$ cat src/rtl/core/bbc_pkg.sv
package bbc_pkg;

    localparam int STACK_DEPTH = 64;
    localparam int CNT_W = $clog2(STACK_DEPTH + 1);

    typedef logic [1:0] kind_t;

    typedef enum logic [1:0] {
        COND_OPEN     = 2'd0,
        COND_CORRUPT  = 2'd1,
        COND_OVERFLOW = 2'd2
    } cond_t;

    typedef enum logic [2:0] {
        ST_PENDING    = 3'd0,
        ST_CORRUPT    = 3'd1,
        ST_BALANCED   = 3'd2,
        ST_INCOMPLETE = 3'd3,
        ST_OVERFLOW   = 3'd4
    } status_t;

    typedef struct packed {
        logic  push;
        logic  pop;
        kind_t kind;
    } stack_op_t;

    localparam logic [7:0] CH_OPEN_PAREN   = 8'h28;
    localparam logic [7:0] CH_CLOSE_PAREN  = 8'h29;
    localparam logic [7:0] CH_OPEN_SQUARE  = 8'h5B;
    localparam logic [7:0] CH_CLOSE_SQUARE = 8'h5D;
    localparam logic [7:0] CH_OPEN_CURLY   = 8'h7B;
    localparam logic [7:0] CH_CLOSE_CURLY  = 8'h7D;
    localparam logic [7:0] CH_OPEN_ANGLE   = 8'h3C;
    localparam logic [7:0] CH_CLOSE_ANGLE  = 8'h3E;

    function automatic logic [2:0] opener_lookup(input logic [7:0] c);
        logic [2:0] r;
        case (c)
            CH_OPEN_PAREN:  r = 3'b100;
            CH_OPEN_SQUARE: r = 3'b101;
            CH_OPEN_CURLY:  r = 3'b110;
            CH_OPEN_ANGLE:  r = 3'b111;
            default:        r = 3'b000;
        endcase
        return r;
    endfunction

    function automatic logic [2:0] closer_lookup(input logic [7:0] c);
        logic [2:0] r;
        case (c)
            CH_CLOSE_PAREN:  r = 3'b100;
            CH_CLOSE_SQUARE: r = 3'b101;
            CH_CLOSE_CURLY:  r = 3'b110;
            CH_CLOSE_ANGLE:  r = 3'b111;
            default:         r = 3'b000;
        endcase
        return r;
    endfunction

    function automatic logic [7:0] closer_char(input kind_t k);
        logic [7:0] r;
        case (k)
            2'd0:    r = CH_CLOSE_PAREN;
            2'd1:    r = CH_CLOSE_SQUARE;
            2'd2:    r = CH_CLOSE_CURLY;
            default: r = CH_CLOSE_ANGLE;
        endcase
        return r;
    endfunction

endpackage

$ cat src/rtl/core/bbc_stack.sv
module bbc_stack
    import bbc_pkg::*;
(
    input  logic      clk,
    input  stack_op_t op,
    output kind_t     top
);

    kind_t stk_reg [STACK_DEPTH];

    // The stack shifts as a whole, so the top entry always sits in slot zero.
    always_ff @(posedge clk)
    begin
        if (op.push)
        begin
            stk_reg[0] <= op.kind;
            for (int i = 1; i < STACK_DEPTH; i++)
            begin
                stk_reg[i] <= stk_reg[i - 1];
            end
        end
        else if (op.pop)
        begin
            for (int i = 0; i < STACK_DEPTH - 1; i++)
            begin
                stk_reg[i] <= stk_reg[i + 1];
            end
        end
    end

    assign top = stk_reg[0];

endmodule

$ cat config.mk
export PLATFORM = sky130hd
export DESIGN_NAME = bbc_stack
export DESIGN_NICKNAME = d
export VERILOG_FILES = /design/src/rtl/core/bbc_pkg.sv /design/src/rtl/core/bbc_stack.sv
export SDC_FILE = /design/constraint.sdc
export NUM_CORES = 1
export LEC_CHECK = 0
export BUFFER_PORTS_ARGS = -buffer_cell sky130_fd_sc_hd__buf_2
export CORE_MARGIN = 2
export CORE_UTILIZATION = 30
export DETAILED_ROUTE_END_ITERATION = 6
export HOLD_SLACK_MARGIN = 0.02
export PLACE_DENSITY_LB_ADDON = 0.05
export SYNTH_ARGS = -nofsm -noshare
export SYNTH_HDL_FRONTEND = slang
export SYNTH_SLANG_ARGS = --single-unit
$ cat constraint.sdc
create_clock -name clk -period 9.4 [get_ports clk]
set_input_delay 1.41 -clock clk [delete_from_list [all_inputs] [get_ports clk]]
set_output_delay 1.41 -clock clk [all_outputs]
set_load 0.005 [all_outputs]
## After elaboration in Yosys (flattened, before gate mapping)

Memory sizes are Yosys's and may differ from the RTL's.
Index checks and enable logic that the tools add are counted.

- Mux-type cells: 68
- Bitwise logic cells: 63

Operators with widths:

| cell | count |
|---|---|
| $mux W2 | 63 |
| $or A1 B1 Y1 | 63 |
| $mux W1 | 5 |

- Bits in registers: 0
- RAM bits: 128
- Bits of input ports: 5
- Output and inout port bits: 2
- Logic and storage cells: 132
- Memories kept: 1

Memory list:

| name | depth | bits a word | rd ports | clocked after memory_dff | write ports | RTL line | text |
|---|---|---|---|---|---|---|---|
| stk_reg | 64 | 2 | 64 | 0 | 64 | bbc_stack.sv:9 | `kind_t stk_reg [STACK_DEPTH];` |

## Depth between registers and ports, before layout

- Word-level depth: 4
- Depth in mapped cells: 6
- Depth with buffers taken out: 2

## Worst setup path after synthesis

OpenSTA, ideal clock, no wires.

- Path kind: in2reg
- From: input op[3] in the netlist's numbering
- To: memory stk_reg[0][0] in the netlist's numbering, enable pin
- Setup time: 432 ps
- Data arrival time: 3565 ps
- Required time: 8968 ps
- Path slack: 5403 ps
- Cell stages on the path: 4
- Path buffers: 3
- Cells stage by stage: clkbuf_2 -> buf_2 -> buf_2 -> or2_2

RTL lines:

| item | RTL line | text |
|---|---|---|
| start, declared | bbc_stack.sv:5 | `input stack_op_t op,` |
| end, declared | bbc_stack.sv:9 |  |

==> flow_summary.toml <==
[timing]
setup_viol_count_final = 0
fin_setup_tns_ns = 0
period_needed_ns = 3.76
worst_slew_pin_slew_ns = 1.07
maxSlewHeadroom_pct = 28.7
rsz0062_at_grt = "false"
slew_viol_final = 0
fin_skew_ns = 0.00525
post-route-period-util_pct = 40.0
finalHoldViolations = 0
fmax_ghz = 0.266

[logic_synthesis]
yosys.area.top_type = "edfxtp_1"
syn_inst = 273
synth_top_area_share_pct = 70.2
yosys_warnings = 0
seq_area_frac_synth_pct = 70.2
synth_seq_cells = 128
synth_nets = 278
syn_area_um2 = 5470
synth.avg_cell_area_um2 = 20.0
ys_top_cells_by_area = "edfxtp_1, mux2_2, mux2_4"
synth.distinct_cells = 9

[placed_design]
port_buffers = 6
globalplace.congestion = 0.610
place_inst = 493
detailed_place_hpwl_um = 4150

[clock_tree]
numCtsBuffers = 17
postCtsSetupRepairBufs = 0
clk_pin_slew_worst_paths_ns = 0.05
cts_tree = "done"
clk_path_buf_depth = 2
cts_resized = 0
clock-root-buffer = "clkbuf_16"
insertion_delay_ns = 0.41
h-tree-depth = 4
cts.sinks = 128
cts_hold_buf = 0

[finish]
final_layout_size_suffix_gt1_share_pct = 54.4
fin_util_pct = 34.6
finalNonFillerCells = 523
fillers = 1702
area_delta_synth_final_pct = 13.3
largest_register_ff_count = 128
multi_input_area_um2 = 1520
diodes = 0
regArea_um2 = 3840
fin_nets = 288

[worst_setup_path]
worst_setup_path_start_kind = "input port"
crit_start = "op[3]"
r2r_cells = 1
crit_type = "in -> reg"
r2r_end = "stk_reg[0][11]"
r2r-start = "stk_reg[0][13]"
reg2reg_slack_ns = 8.46
required_ns = 9.44
cp-end-kind = "flip-flop"
critPathMaxFanout = 68
worst-endpoint-arrival_ns = 3.79

[power]
total_power_mw = 1.54
p_per_area_nw_per_um2 = 248
p_leak_nw = 2.22
vdd_drop_max_mv = 0.119

[route]
vias = 2357
drt_iter0_drc = 168
ant_nets = 0
wl_per_cell_um = 15.2
dr.pass1.iters = 4
drc = 0
totalWireLength_um = 7980
viasPerCell = 4.51

[run_status]
status = "finished, final reports clean"

[global_route]
grt_pass1_wl_um = 13100
grt_max_degree = 69
grt.total_usage_pct = 8.80
first_global_vias = 2574
overflow = 0
antenna_found_initial = 0

[floorplanning]
rows = 49
io_pins = 7
die-area_um2 = 19300
die_h_um = 139
die_x_um = 139
initial_core_util_pct = 30.6
core_um2 = 17900

[min_path]
hold_start = "stk_reg[7][13]"
hold_class = "reg -> reg"
min_to = "stk_reg[7][15]"
hold_depth = 0

[job]
cap_violations = 0
==> synthesized netlist by cell type <==
| master | instances |
|---|---|
| or2_2 | 1 |
| clkbuf_2 | 1 |
| mux2_4 | 20 |
| mux2_2 | 106 |
| buf_6 | 4 |
| edfxtp_1 | 128 |
| buf_4 | 2 |
| nand2b_4 | 1 |
| buf_2 | 10 |
==> routing by layer <==
metal	routed length (um)	track usage (%)	vias up
li1	-	-	1094
met1	3820	11.0	1220
met2	3730	13.2	32
met3	256	3.18	11
met4	170	5.10	0
met5	0	0	-
==> per-stage QoR <==
step | setup WS, ns | area, um^2 | hold WS (ns)
2_1_floorplan | 5.40 | 5470 | 0.422
3_3_place_gp | 5.14 | 5690 | 0.445
3_5_place_dp | 5.13 | 5690 | 0.436
4_1_cts | 5.56 | 6200 | 0.467
5_1_grt | 5.40 | 6200 | 0.494
6_report | 5.64 | 6200 | 0.468
==> where the power goes <==
group | switching, mW | leakage (nW) | internal (mW)
Sequential | 0.0507 | 1.31 | 0.763
Combinational | 0.0465 | 0.652 | 0.0953
Clock | 0.226 | 0.256 | 0.353
Total | 0.324 | 2.22 | 1.21
==> worst max-delay path, stage by stage <==
cell	delay, ns
buf_2	0.08
buf_4	0.59
or2_4	0.88
buf_4	0.76
==> placed cells by master, fill, tap and decap left out, types with 2 or more instances in the layout <==
| cell type | netlist | routed |
|---|---|---|
| buf_2 | 10 | 6 |
| buf_4 | 2 | 2 |
| clkbuf_1 | 0 | 2 |
| clkbuf_16 | 0 | 17 |
| clkinv_1 | 0 | 4 |
| clkinv_2 | 0 | 6 |
| edfxtp_1 | 128 | 128 |
| mux2_2 | 106 | 106 |
| mux2_4 | 20 | 20 |
==> cells by family after synthesis <==
logic type    Yosys count  share of synthesized area, %
simple gates            2                         0.366
mux                   126                          27.3
flops                 128                          70.2
buf+inv                17                          2.10
==> worst max-delay path by stage <==
stage / to / slack, ns / cells after the start
floorplan: stk_reg[0][0] / 5.40 / 4
global placement: stk_reg[1][3] / 5.14 / 4
detailed placement: stk_reg[3][1] / 5.13 / 4
CTS: stk_reg[3][13] / 5.56 / 4
global route: stk_reg[3][7] / 5.40 / 4
finish: stk_reg[5][3] / 5.64 / 4
==> layout make-up <==
cell class                      instances  share of cell area, %
Sequential cell                       128                   62.0
Clock buffer                           19                   6.98
Clock inverter                         11                   1.21
Tap cell                              229                   4.62
Timing Repair Buffer                    8                  0.727
Multi-Input combinational cell        128                   24.5
No activity file was read; power rests on OpenSTA's default activity.
